**src/rtl/tsiw_pkg.sv**
```systemverilog
// ----------------------------------------------------------------------------
// tsiw_pkg
// Shared types, geometry and code values of the text screen writer.
// ----------------------------------------------------------------------------
`default_nettype none

package tsiw_pkg;

    // Screen geometry
    localparam int COLUMNS = 80;
    localparam int ROWS    = 25;
    localparam int CELLS   = COLUMNS * ROWS;

    // Field widths
    localparam int ADDR_W = 11;
    localparam int CODE_W = 9;
    localparam int CELL_W = 16;
    localparam int BYTE_W = 8;
    localparam int ROW_W  = $clog2(ROWS + 1);
    localparam int COL_W  = $clog2(COLUMNS);

    localparam logic [ADDR_W-1:0] NUM_CELLS = ADDR_W'(CELLS);
    localparam logic [ADDR_W-1:0] LAST_CELL = ADDR_W'(CELLS - 1);
    localparam logic [ADDR_W-1:0] SCR_BOUND = ADDR_W'((ROWS - 1) * COLUMNS);
    localparam logic [ADDR_W-1:0] SCR_COUNT = ADDR_W'((ROWS - 2) * COLUMNS);
    localparam logic [ADDR_W-1:0] ROW_CELLS = ADDR_W'(COLUMNS);
    localparam logic [ROW_W-1:0]  BOT_ROW   = ROW_W'(ROWS - 1);
    localparam logic [COL_W-1:0]  LAST_COL  = COL_W'(COLUMNS - 1);
    localparam logic [COL_W-1:0]  COL_THREE = COL_W'(3);

    // Request codes
    localparam logic [CODE_W-1:0] CODE_NL   = CODE_W'(10);
    localparam logic [CODE_W-1:0] CODE_BS   = CODE_W'(256);
    localparam logic [CODE_W-1:0] CODE_BACK = CODE_W'(257);
    localparam logic [CODE_W-1:0] CODE_FWD  = CODE_W'(258);
    localparam logic [CODE_W-1:0] CODE_CLR  = CODE_W'(259);
    localparam logic [CODE_W-1:0] CODE_COL3 = CODE_W'(260);

    localparam logic REQ_PUT  = 1'b0;
    localparam logic REQ_READ = 1'b1;

    localparam logic [BYTE_W-1:0] ECHO_BS    = BYTE_W'(8);
    localparam logic [BYTE_W-1:0] ECHO_SPACE = BYTE_W'(32);
    localparam logic [CELL_W-1:0] BLANK_CELL = CELL_W'(16'h0020);
    localparam logic [BYTE_W-1:0] ATTR_RESET = BYTE_W'(7);

    // Sweep modes
    localparam logic [1:0] SW_CLR = 2'd0;  // write zero, ascending
    localparam logic [1:0] SW_DEL = 2'd1;  // move down by one, ascending
    localparam logic [1:0] SW_SCR = 2'd2;  // move down by a row, ascending
    localparam logic [1:0] SW_INS = 2'd3;  // move up by one, descending

    // Cursor operations
    localparam logic [2:0] CUR_NONE = 3'd0;
    localparam logic [2:0] CUR_DEC  = 3'd1;
    localparam logic [2:0] CUR_INC  = 3'd2;  // stops at last cell
    localparam logic [2:0] CUR_INCR = 3'd3;  // may run past the last cell
    localparam logic [2:0] CUR_NL   = 3'd4;
    localparam logic [2:0] CUR_COL3 = 3'd5;
    localparam logic [2:0] CUR_SCRL = 3'd6;

    // Result kinds
    localparam logic [2:0] EM_NONE  = 3'd0;
    localparam logic [2:0] EM_BYTE  = 3'd1;
    localparam logic [2:0] EM_BS0   = 3'd2;
    localparam logic [2:0] EM_BS1   = 3'd3;
    localparam logic [2:0] EM_BS2   = 3'd4;
    localparam logic [2:0] EM_READ  = 3'd5;
    localparam logic [2:0] EM_READ0 = 3'd6;

    typedef struct packed {
        logic              req_type;
        logic [CODE_W-1:0] code;
        logic [ADDR_W-1:0] cell_addr;
    } t_in;

    typedef struct packed {
        logic              serial_valid;
        logic [BYTE_W-1:0] serial_byte;
        logic [ADDR_W-1:0] cursor_now;
        logic [CELL_W-1:0] cell_value;
        logic              last;
    } t_out;

    typedef struct packed {
        logic              accept;
        logic              sw_go;
        logic [1:0]        sw_mode;
        logic [ADDR_W-1:0] sw_start;
        logic [ADDR_W-1:0] sw_count;
        logic              poke;
        logic              poke_blank;
        logic              peek;
        logic [2:0]        cur_op;
        logic              emit;
        logic [2:0]        emit_kind;
    } t_cmd;

    typedef struct packed {
        logic              busy;
        logic              out_free;
        t_in               req;
        logic [ROW_W-1:0]  row;
        logic [ADDR_W-1:0] pos;
    } t_sts;

endpackage

`default_nettype wire

```
**src/rtl/tsiw_ctrl.sv**
```systemverilog
// ----------------------------------------------------------------------------
// tsiw_ctrl
// Sequencer: decodes a request and steps the datapath through it.
// ----------------------------------------------------------------------------
`default_nettype none

module tsiw_ctrl import tsiw_pkg::*; (
    input  wire logic i_clk,
    input  wire logic i_rst_n,
    input  wire logic i_in_valid,
    output logic      o_in_ready,
    input  wire t_sts i_sts,
    output t_cmd      o_cmd
);

    localparam logic [3:0] S_INIT   = 4'd0;
    localparam logic [3:0] S_INIT_W = 4'd1;
    localparam logic [3:0] S_IDLE   = 4'd2;
    localparam logic [3:0] S_DEC    = 4'd3;
    localparam logic [3:0] S_INS_W  = 4'd4;
    localparam logic [3:0] S_BS     = 4'd5;
    localparam logic [3:0] S_BS_W   = 4'd6;
    localparam logic [3:0] S_CHECK  = 4'd7;
    localparam logic [3:0] S_CA     = 4'd8;
    localparam logic [3:0] S_SC_MV  = 4'd9;
    localparam logic [3:0] S_SC_MW  = 4'd10;
    localparam logic [3:0] S_SC_Z   = 4'd11;
    localparam logic [3:0] S_SC_ZW  = 4'd12;
    localparam logic [3:0] S_EMIT   = 4'd13;

    logic [3:0] r_state, n_state;
    logic       r_ret_ca, n_ret_ca;
    logic [1:0] r_idx, n_idx;
    logic [3:0] ret_state;
    logic       is_read, addr_ok;
    logic [2:0] kind;

    assign is_read   = (i_sts.req.req_type == REQ_READ);
    assign addr_ok   = (i_sts.req.cell_addr < NUM_CELLS);
    assign ret_state = r_ret_ca ? S_CA : S_EMIT;

    always_comb begin
        if (is_read) begin
            kind = addr_ok ? EM_READ : EM_READ0;
        end else if (i_sts.req.code < CODE_BS) begin
            kind = EM_BYTE;
        end else if (i_sts.req.code == CODE_BS) begin
            case (r_idx)
                2'd0:    kind = EM_BS0;
                2'd1:    kind = EM_BS1;
                default: kind = EM_BS2;
            endcase
        end else begin
            kind = EM_NONE;
        end
    end

    always_comb begin
        n_state          = r_state;
        n_ret_ca         = r_ret_ca;
        n_idx            = r_idx;
        o_cmd            = '0;
        o_cmd.emit_kind  = kind;
        o_in_ready       = 1'b0;
        unique case (r_state)
            S_INIT: begin
                o_cmd.sw_go    = 1'b1;
                o_cmd.sw_mode  = SW_CLR;
                o_cmd.sw_count = NUM_CELLS;
                n_state        = S_INIT_W;
            end
            S_INIT_W: if (!i_sts.busy) n_state = S_IDLE;
            S_IDLE: begin
                o_in_ready   = 1'b1;
                o_cmd.accept = i_in_valid;
                n_idx        = '0;
                n_ret_ca     = 1'b0;
                if (i_in_valid) n_state = S_DEC;
            end
            S_DEC: begin
                n_state = S_CHECK;
                if (is_read) begin
                    o_cmd.peek = addr_ok;
                    n_state    = S_EMIT;
                end else begin
                    unique case (i_sts.req.code) inside
                        CODE_NL:   o_cmd.cur_op = CUR_NL;
                        CODE_BACK: o_cmd.cur_op = CUR_DEC;
                        CODE_FWD:  o_cmd.cur_op = CUR_INC;
                        CODE_COL3: o_cmd.cur_op = CUR_COL3;
                        CODE_CLR: begin
                            o_cmd.cur_op = CUR_INC;
                            n_state      = S_CA;
                        end
                        CODE_BS: begin
                            o_cmd.cur_op = CUR_DEC;
                            n_state      = S_BS;
                        end
                        [CODE_W'(0):CODE_W'(9)], [CODE_W'(11):CODE_W'(255)]: begin
                            o_cmd.sw_go    = 1'b1;
                            o_cmd.sw_mode  = SW_INS;
                            o_cmd.sw_start = LAST_CELL - ADDR_W'(1);
                            o_cmd.sw_count = LAST_CELL - i_sts.pos;
                            n_state        = S_INS_W;
                        end
                        default: n_state = S_EMIT;
                    endcase
                end
            end
            S_INS_W: begin
                if (!i_sts.busy) begin
                    o_cmd.poke   = 1'b1;
                    o_cmd.cur_op = CUR_INCR;
                    n_state      = S_CHECK;
                end
            end
            S_BS: begin
                // blank at the cursor first; the shift overwrites it unless last cell
                o_cmd.poke       = 1'b1;
                o_cmd.poke_blank = 1'b1;
                o_cmd.sw_go      = 1'b1;
                o_cmd.sw_mode    = SW_DEL;
                o_cmd.sw_start   = i_sts.pos + ADDR_W'(1);
                o_cmd.sw_count   = LAST_CELL - i_sts.pos;
                n_state          = S_BS_W;
            end
            S_BS_W: if (!i_sts.busy) n_state = S_CHECK;
            S_CHECK: begin
                if (i_sts.row >= BOT_ROW) begin
                    n_ret_ca = 1'b0;
                    n_state  = S_SC_MV;
                end else begin
                    n_state = S_EMIT;
                end
            end
            S_CA: begin
                if (i_sts.row != '0) begin
                    n_ret_ca = 1'b1;
                    n_state  = S_SC_MV;
                end else begin
                    o_cmd.cur_op = CUR_DEC;
                    n_ret_ca     = 1'b0;
                    n_state      = S_CHECK;
                end
            end
            S_SC_MV: begin
                o_cmd.sw_go    = 1'b1;
                o_cmd.sw_mode  = SW_SCR;
                o_cmd.sw_start = ROW_CELLS;
                o_cmd.sw_count = SCR_COUNT;
                o_cmd.cur_op   = CUR_SCRL;
                n_state        = S_SC_MW;
            end
            S_SC_MW: if (!i_sts.busy) n_state = S_SC_Z;
            S_SC_Z: begin
                if (i_sts.pos < SCR_BOUND) begin
                    o_cmd.sw_go    = 1'b1;
                    o_cmd.sw_mode  = SW_CLR;
                    o_cmd.sw_start = i_sts.pos;
                    o_cmd.sw_count = SCR_BOUND - i_sts.pos;
                    n_state        = S_SC_ZW;
                end else begin
                    n_state = ret_state;
                end
            end
            S_SC_ZW: if (!i_sts.busy) n_state = ret_state;
            S_EMIT: begin
                if (i_sts.out_free) begin
                    o_cmd.emit = 1'b1;
                    n_idx      = r_idx + 2'd1;
                    if (kind != EM_BS0 && kind != EM_BS1) n_state = S_IDLE;
                end
            end
            default: n_state = S_INIT;
        endcase
    end

    always_ff @(posedge i_clk) begin
        if (!i_rst_n) begin
            r_state  <= S_INIT;
            r_ret_ca <= 1'b0;
            r_idx    <= '0;
        end else begin
            r_state  <= n_state;
            r_ret_ca <= n_ret_ca;
            r_idx    <= n_idx;
        end
    end

endmodule

`default_nettype wire

```
**config.mk**
```make
export PLATFORM = sky130hd
export DESIGN_NAME = tsiw_ctrl
export DESIGN_NICKNAME = d
export VERILOG_FILES = /design/src/rtl/tsiw_pkg.sv /design/src/rtl/tsiw_ctrl.sv
export SDC_FILE = /design/constraint.sdc
export NUM_CORES = 1
export LEC_CHECK = 0
export BUFFER_PORTS_ARGS = -buffer_cell sky130_fd_sc_hd__buf_2
export CORE_MARGIN = 5
export CORE_UTILIZATION = 46
export CTS_CLUSTER_DIAMETER = 80
export CTS_CLUSTER_SIZE = 25
export DETAILED_ROUTE_END_ITERATION = 7
export PLACE_DENSITY = 0.77
export SLEW_MARGIN = 0
export SYNTH_ARGS = -nofsm -noshare
export SYNTH_HDL_FRONTEND = slang
export SYNTH_SLANG_ARGS = --single-unit
```
**constraint.sdc**
```tcl
create_clock -name i_clk -period 4.75 [get_ports i_clk]
set_clock_uncertainty 0.1 [all_clocks]
set_input_delay 1.1875 -clock i_clk [delete_from_list [all_inputs] [get_ports i_clk]]
set_output_delay 1.1875 -clock i_clk [all_outputs]
set_load 0.01 [all_outputs]
```
==> impl_metrics.tcl, run 1 <==
set metrics [dict create \
    hpwl_um 4540 \
    min_period_over_period 0.946 \
    crit_buf_inv 4 \
    ys_types 69 \
    synth_seq_area_share 0.0746 \
    start_kind "input port" \
    yosysWarnings 0 \
    cts_max_level 1 \
    cts_hold_buffers 0 \
    wl_per_cell_um 14.5 \
    finish.utilization 0.578 \
    grt_max_degree 26 \
    crit_fanout 7 \
    dp_cells 398 \
    setup_viol 0 \
    cts_tree "built" \
    path_delay_family "compound AO/OA/AOI/OAI gates" \
    holdWs_ns 0.382 \
    nets 401 \
    gp_congestion 0.900 \
    synth_edf_count 0 \
    ir_worst_vdd_mv 0.176 \
    max_stage_delay_ns 0.51 \
    instances_no_fill 402 \
    max_cap_viol_count 0 \
    postSynthCellCount 291 \
    hold_class "register to register" \
    coreArea_sq_mm 0.00397 \
    rows 23 \
    io-pin-count 79 \
    end_kind "primary output" \
    cts_resized 0 \
    antenna_cells 0 \
    clkLatencyLatePin_ns 0.22 \
    grt_overflow_total 0 \
    wirelength_um 5820 \
    design_area_sq_mm 0.00229 \
    worst-slew-pin-transition_ns 0.752 \
    clockBufferDepth 2 \
    rr_endpoint "r_state[2]" \
    clk_pin_slew_ns 0.04 \
    die_w_um 73.9 \
    leakagePower_nw 0.978 \
    synth_fp_nets 339 \
    r2r_start "r_state[3]" \
    setup-tns-final_ns 0 \
    fin_crit_ns 4.49 \
    r2r_slack_ns 2.58 \
    die-height_um 73.9 \
    r2r_cells 4 \
    root_buffer "clkbuf_8" \
    final_hold_viol_count 0 \
    fmax_mhz 223 \
    critPathRequiredTime_ns 3.46 \
    synth_area_sq_mm 0.00188 \
    cp.depth 10 \
    ys_ff_latch 7 \
    layout_commonest_cell "buf_2" \
    grt_use_total 0.220 \
    drtIter0Drc 238 \
    rsz0062_at_grt "no" \
    numPortBuffers 74 \
    synth-main-ff-cell "dfxtp_1" \
    drc 0 \
    synth_area_per_cell_sq_um 6.45 \
    antenna_left 0 \
    area_delta_synth_final_pct 22.1 \
    avgViaCountPerCell 6.22 \
    status "completed" \
    cp_data_arrival_time_ns 3.21 \
    p_per_area_mw_per_mm2 298 \
    total_power_mw 0.684 \
    path_class "input port to primary output" \
    final_cell_mix "buf_2 (74), nand2_1 (31), o21ai_0 (27)" \
    post-cts-setup-buffer-count 0 \
    slew_headroom 0.494 \
    setup.worst_path.start "i_sts[0]" \
    grt_pass1_vias 2244 \
    grt_pass1_wl_um 9990 \
    synthArstFlopShare 0 \
    initial_core_util 0.473 \
    post-place-ws_ns 0.215 \
    cts.sinks 7 \
    antenna_found_initial 0 \
    cts_buffers 3 \
    drtPass1Iterations 5 \
    crit_chain "buf_2 -> inv_1 -> ha_1 -> nand4bb_1 -> buf_4 -> o21ai_0 -> nor2_1 -> a221oi_1 -> o21ai_0 -> buf_2" \
    die_area_sq_mm 0.00546 \
    post_dp_cell_area_sq_mm 0.00224 \
    crit_end "o_cmd[20]" \
    slew_violations 0 \
    via_count 2500 \
    finalWorstSetupSlack_ns 0.257 \
    drive_gt1_frac 0.290 \
    slowest_stage "o21ai_0" \
]
==> logic make-up after synthesis <==
family,after synthesis,synth area share
buf+inv,43,0.102
fa+ha+maj,7,0.0453
compound gates,96,0.352
xor+xnor,4,0.0187
simple gates,134,0.408
flops,7,0.0746
==> flip-flops by register name (all words and copies together), names as in the netlist <==
register	cells
r_ret_ca	1
r_idx	2
r_state	4
==> Yosys cell counts, drive strengths merged, types with 3 or more instances <==
master | number | area, sq um
and3 | 4 | 25.0
a221oi | 5 | 43.8
ha | 6 | 75.1
o21ai | 28 | 140
a21oi | 18 | 90.1
clkbuf | 13 | 48.8
inv | 18 | 67.6
nand4 | 6 | 37.5
nor3b | 3 | 22.5
a31oi | 7 | 50.1
nand3 | 23 | 115
buf | 11 | 71.3
nand2b | 5 | 31.3
nor4 | 7 | 65.1
a22oi | 3 | 32.5
o22ai | 5 | 31.3
o311ai | 3 | 26.3
a211oi | 6 | 50.1
o211ai | 3 | 22.5
nand2 | 31 | 116
nand3b | 4 | 30.0
nor3 | 10 | 50.1
nor2b | 4 | 27.5
nor2 | 22 | 85.1
dfxtp | 7 | 140
==> cell type report <==
class / count / area (sq um)
Timing Repair Buffer: 81 / 423
Multi-Input combinational cell: 241 / 1550
Tap cell: 50 / 62.6
Sequential cell: 7 / 140
Fill cell: 399 / 1680
Inverter: 19 / 71.3
Clock buffer: 4 / 45.0
==> routing by layer <==
metal / up-vias / track usage / wire [um] / share of wire
met1: 1179 / 0.301 / 2480 / 0.43
met3: 0 / 0.0410 / 530 / 0.091
met5: - / 0 / 0 / 0
li1: 1212 / - / - / -
met2: 109 / 0.367 / 2810 / 0.48
met4: 0 / 0.0302 / 0 / 0
==> tightest hold or removal path, stage by stage (launching register included) <==
cell     delay (ns)
dfxtp_1        0.30
nand3_1        0.07
a21oi_1        0.06
==> how the worst min path moves through the flow <==
stage | cells past startpoint | to | from | slack, ns
4_1_cts | 2 | r_idx[1] | r_idx[1] | 0.38
3_5_place_dp | 2 | r_idx[1] | r_idx[1] | 0.38
5_1_grt | 2 | r_idx[1] | r_idx[1] | 0.40
6_report | 2 | r_idx[1] | r_idx[1] | 0.38
3_3_place_gp | 2 | r_idx[1] | r_idx[1] | 0.37
2_1_floorplan | 2 | r_idx[1] | r_idx[1] | 0.35
==> report_power, final <==
group          internal [mW]  switching, mW
combinational          0.202          0.283
sequential            0.0722         0.0452
clock                 0.0579         0.0237
(Power assumes the default switching activity.)
==> run 2: changes to the inputs <==
--- a/config.mk
+++ b/config.mk
@@ -7,11 +7,11 @@
 export LEC_CHECK = 0
 export BUFFER_PORTS_ARGS = -buffer_cell sky130_fd_sc_hd__buf_2
 export CORE_MARGIN = 5
-export CORE_UTILIZATION = 46
+export CORE_UTILIZATION = 45
 export CTS_CLUSTER_DIAMETER = 80
 export CTS_CLUSTER_SIZE = 25
 export DETAILED_ROUTE_END_ITERATION = 7
-export PLACE_DENSITY = 0.77
+export PLACE_DENSITY = 0.79
 export SLEW_MARGIN = 0
 export SYNTH_ARGS = -nofsm -noshare
 export SYNTH_HDL_FRONTEND = slang
==> constraint.sdc (replaced) <==
create_clock -name i_clk -period 3.99 [get_ports i_clk]
set_clock_uncertainty 0.1 [all_clocks]
set_input_delay 0.9975 -clock i_clk [delete_from_list [all_inputs] [get_ports i_clk]]
set_output_delay 0.9975 -clock i_clk [all_outputs]
set_load 0.01 [all_outputs]
==> run 2 against run 1 <==
  * Register-to-register slack lost 0.75 ns
  * Die area grew 1.9%
  * Non-clock buffer count grew 16
  * Flip-flop and latch count is the same
  * Critical path type unchanged
  * Critical path depth shrank 3
  * Wire length grew 8.2%
  * Clock power grew 26%
  * Global-route usage grew 1.4 points
  * First-iteration DRC count grew 9.7%
  * Combinational power grew 29%
  * Core utilization grew 2.3 points
==> impl_metrics.tcl, run 2 (synthesis gave the netlist of run 1 again) <==
set metrics [dict create \
    die_w_um 74.6 \
    clkLatencyLatePin_ns 0.24 \
    cts_max_level 1 \
    ir_worst_vdd_mv 0.238 \
    antenna_found_initial 0 \
    multi_input_area_sq_mm 0.00156 \
    r2r_slack_ns 1.83 \
    critPathRequiredTime_ns 2.89 \
    slowest_stage "or4_4" \
    max_cap_viol_count 0 \
    max_stage_delay_ns 0.58 \
    final_hold_viol_count 0 \
    antenna_cells 0 \
    dp_cells 414 \
    drive_gt1_frac 0.323 \
    area.sequential_sq_um 140 \
    final_cell_mix "buf_2 (74), nand2_1 (31), o21ai_0 (26)" \
    crit_chain "buf_2 -> or4_4 -> nor4_4 -> o31ai_4 -> a221oi_1 -> o21bai_1 -> buf_2" \
    fillers 372 \
    drtIter0Drc 261 \
    drc 0 \
    largest_reg_flops 4 \
    regMostFlops "r_state" \
    numPortBuffers 74 \
    area_delta_synth_final_pct 28.8 \
    grt_pass1_wl_um 10700 \
    cp_data_arrival_time_ns 2.83 \
    instances_no_fill 418 \
    setup-tns-final_ns 0 \
    hpwl_um 4820 \
    rows 23 \
    die-height_um 74.6 \
    cp_common_cell "buf_2" \
    initial_core_util 0.466 \
    nets 417 \
    worst-slew-pin-transition_ns 0.766 \
    leakagePower_nw 1.06 \
    hold_class "register to register" \
    drtPass1Iterations 6 \
    grt_overflow_total 0 \
    coreArea_sq_mm 0.00403 \
    gp_congestion 0.956 \
    avgViaCountPerCell 6.19 \
    io-pin-count 79 \
    min_period_over_period 0.984 \
    status "completed" \
    post-cts-setup-buffer-count 0 \
    antenna_left 0 \
    clockBufferDepth 2 \
    grt_use_total 0.235 \
    die_area_sq_mm 0.00557 \
    wl_per_cell_um 15.1 \
    rsz0062_at_grt "no" \
    root_buffer "clkbuf_8" \
    setup_viol 0 \
    cts_hold_buffers 0 \
    slew_violations 0 \
    fmax_mhz 255 \
    crit_fanout 17 \
    via_count 2587 \
    reg.largest.list "r_state: 4 flops, r_idx: 2 flops, r_ret_ca: 1 flops" \
    layout_commonest_cell "buf_2" \
    fin_crit_ns 3.93 \
    cts.sinks 7 \
    slew_headroom 0.490 \
    total_power_mw 0.844 \
    cts_tree "built" \
    start_kind "input port" \
    wirelength_um 6300 \
    grt_pass1_vias 2409 \
    p_per_area_mw_per_mm2 349 \
    cts_buffers 3 \
    path_class "input port to primary output" \
    clk_pin_slew_ns 0.04 \
    grt_max_degree 26 \
    end_kind "primary output" \
]
-- run 2: area by class of cell --
cell class / count / area share
timing repair buffer: 97 / 0.224
tap: 50 / 0.0259
multi-input combinational: 241 / 0.644
clock buffer: 4 / 0.0186
inverter: 19 / 0.0295
sequential: 7 / 0.0579
-- run 2: timing repair --
item / CTS / global route
setup endpoints to repair: 12 / 2
resized for setup: 1 / 2
pin swaps: 0 / 0
-- run 2: worst max-delay path, delay by kind of cell --
kind / cells / cell delay, ns
AND/OR/NAND/NOR: 2 / 0.87
AO/OA/AOI/OAI: 3 / 0.70
buffers and inverters: 2 / 0.25
-- run 2: per-layer routing --
metal / part of all wire / vias to the layer above / global-route usage
met5: 0 / - / 0
met4: 0.022 / 0 / 0.0771
met3: 0.10 / 20 / 0.0405
met2: 0.44 / 160 / 0.381
met1: 0.43 / 1159 / 0.314
li1: - / 1248 / -
-- run 2: worst paths after layout --
check / startpoint / end / cells after the start
setup / recovery: i_sts[34] / o_cmd[16] / 7
setup reg to reg: r_state[3] / r_state[1] / 6
hold reg to reg: r_idx[1] / r_idx[1] / 2
hold / removal: r_idx[1] / r_idx[1] / 2
-- run 2: per-stage QoR --
stage / area [sq um] / utilization / setup WS (ns) / hold slack, ns
detailed placement: 2360 / 0.587 / -0.152 / 0.371
finish: 2420 / 0.601 / 0.0624 / 0.383
global placement: 2360 / 0.587 / -0.131 / 0.367
CTS: 2410 / 0.599 / 0.0740 / 0.384
global route: 2420 / 0.601 / 0.00412 / 0.397
floorplan: 1880 / - / 0.462 / 0.348
-- run 2: where the power goes --
group,leakage (nW),internal [mW],switching [mW],total [mW]
Combinational,0.981,0.255,0.370,0.624
Sequential,0.0572,0.0859,0.0308,0.117
Clock,0.0228,0.0693,0.0335,0.103
Total,1.06,0.410,0.434,0.844
==> run 3: changes to the inputs <==
==> constraint.sdc (replaced) <==
create_clock -name i_clk -period 3.99 [get_ports i_clk]
set_clock_uncertainty 0.1 [all_clocks]
set_input_delay 0.798 -clock i_clk [delete_from_list [all_inputs] [get_ports i_clk]]
set_output_delay 0.798 -clock i_clk [all_outputs]
set_load 0.01 [all_outputs]
==> run 3 against run 2 <==
  * Final area shrank 4.9%
  * Fmax increased by 5.1%
  * Via count down 1.2%
  * Clock-buffer cell count unchanged
  * Wire length is 1.7% lower
  * Hold slack got worse by 0.011 ns
  * Flip-flop and latch count stayed put
  * Power decreased by 2.5%
  * Register-to-register slack gained 0.04 ns
  * Worst setup slack better by 0.19 ns
  * Largest cell class unchanged
==> impl_metrics.tcl, run 3 (synthesis gave the netlist of run 1 again) <==
set metrics [dict create \
    area_delta_synth_final_pct 22.5 \
    start_kind "input port" \
    min_period_over_period 0.936 \
    dp_cells 399 \
    regMostFlops "r_state" \
    ir_worst_vdd_mv 0.156 \
    reg.largest.list "r_state: 4 flops, r_idx: 2 flops, r_ret_ca: 1 flops" \
    leakagePower_nw 0.982 \
    final_hold_viol_count 0 \
    crit_chain "buf_2 -> inv_1 -> ha_1 -> nand4bb_1 -> buf_4 -> o21ai_0 -> nor2_1 -> a221oi_1 -> o21ai_0 -> buf_2" \
    via_count 2557 \
    rsz0062_at_grt "no" \
    coreArea_sq_mm 0.00403 \
    path_class "input port to primary output" \
    drtPass1Iterations 4 \
    hold_class "register to register" \
    hpwl_um 4730 \
    die_area_sq_mm 0.00557 \
    die_w_um 74.6 \
    cts.sinks 7 \
    root_buffer "clkbuf_8" \
    grt_pass1_vias 2335 \
    max_stage_delay_ns 0.47 \
    fmax_mhz 268 \
    worst-slew-pin-transition_ns 0.814 \
    grt_max_degree 26 \
    critPathRequiredTime_ns 3.09 \
    slowest_stage "o21ai_0" \
    gp_congestion 0.919 \
    status "completed" \
    layout_commonest_cell "buf_2" \
    multi_input_area_sq_mm 0.00155 \
    cts_max_level 1 \
    setup-tns-final_ns 0 \
    final_cell_mix "buf_2 (74), nand2_1 (31), o21ai_0 (27)" \
    numPortBuffers 74 \
    antenna_left 0 \
    instances_no_fill 403 \
    max_cap_viol_count 0 \
    antenna_cells 0 \
    post-cts-setup-buffer-count 0 \
    grt_pass1_wl_um 10100 \
    drc 0 \
    setup.worst_path.start "i_sts[5]" \
    area.sequential_sq_um 140 \
    end_kind "primary output" \
    worstHoldStart "r_idx[1]" \
    setup_viol 0 \
    grt_overflow_total 0 \
    cts_buffers 3 \
    fillers 413 \
    clockBufferDepth 2 \
    nets 402 \
    largest_reg_flops 4 \
    r2r_start "r_state[3]" \
    holdWs_ns 0.372 \
    p_per_area_mw_per_mm2 358 \
    crit_fanout 9 \
    rows 23 \
    avgViaCountPerCell 6.34 \
    fin_crit_ns 3.74 \
    cp_data_arrival_time_ns 2.84 \
    drtIter0Drc 222 \
    grt_use_total 0.221 \
    drive_gt1_frac 0.292 \
    wirelength_um 6190 \
    slew_headroom 0.452 \
    clkLatencyLatePin_ns 0.23 \
    io-pin-count 79 \
    cts_tree "built" \
    slew_violations 0 \
    finish.utilization 0.571 \
    die-height_um 74.6 \
    clk_pin_slew_ns 0.04 \
    wl_per_cell_um 15.4 \
    antenna_found_initial 0 \
    initial_core_util 0.466 \
]
-- run 3: repair_timing --
| action | 4_1_cts | 5_1_grt |
|---|---|---|
| endpoints found under the setup margin | 0 | 4 |
| hold buffers | 0 | 0 |
| gates resized for setup | 0 | 1 |
-- run 3: worst max-delay path, delay by kind of cell --
| kind | cells | cell delay, ns |
|---|---|---|
| AOI/OAI and AO/OA | 3 | 0.88 |
| adders and majority gates | 1 | 0.21 |
| buffers and inverters | 4 | 0.68 |
| and+or+nand+nor | 2 | 0.26 |
-- run 3: final timing paths --
check             slack [ns]          to  cells after the start
hold reg to reg         0.37    r_idx[1]                      2
setup / recovery        0.25   o_cmd[20]                     10
hold / removal          0.37    r_idx[1]                      2
setup reg to reg        1.87  r_state[1]                      5
-- run 3: cell type report --
class | instances | area share
multi-input combinational | 241 | 0.674
tap | 50 | 0.0272
inverter | 19 | 0.0310
clock buffer | 4 | 0.0196
sequential | 7 | 0.0609
timing repair buffer | 82 | 0.187
-- run 3: power breakdown --
group | internal [mW] | total (mW) | leakage, nW | switching, mW
sequential | 0.0859 | 0.134 | 0.0572 | 0.0484
clock | 0.0693 | 0.102 | 0.0228 | 0.0332
combinational | 0.240 | 0.586 | 0.902 | 0.345
-- run 3: through the flow --
step | worst slack, ns | total power, mW | instance area, sq um
CTS | 0.185 | 0.816 | 2300
global placement | 0.227 | 0.702 | 2250
detailed placement | 0.207 | 0.713 | 2250
global route | 0.0943 | 0.891 | 2300
floorplan | 0.861 | 0.532 | 1880
finish | 0.254 | 0.823 | 2300
-- run 3: routing by layer --
metal,GRT usage,vias to the layer above,share of wire
li1,-,1219,-
met1,0.286,1187,0.42
met2,0.385,140,0.47
met3,0.0338,11,0.097
met4,0.0514,0,0.014
met5,0,-,0
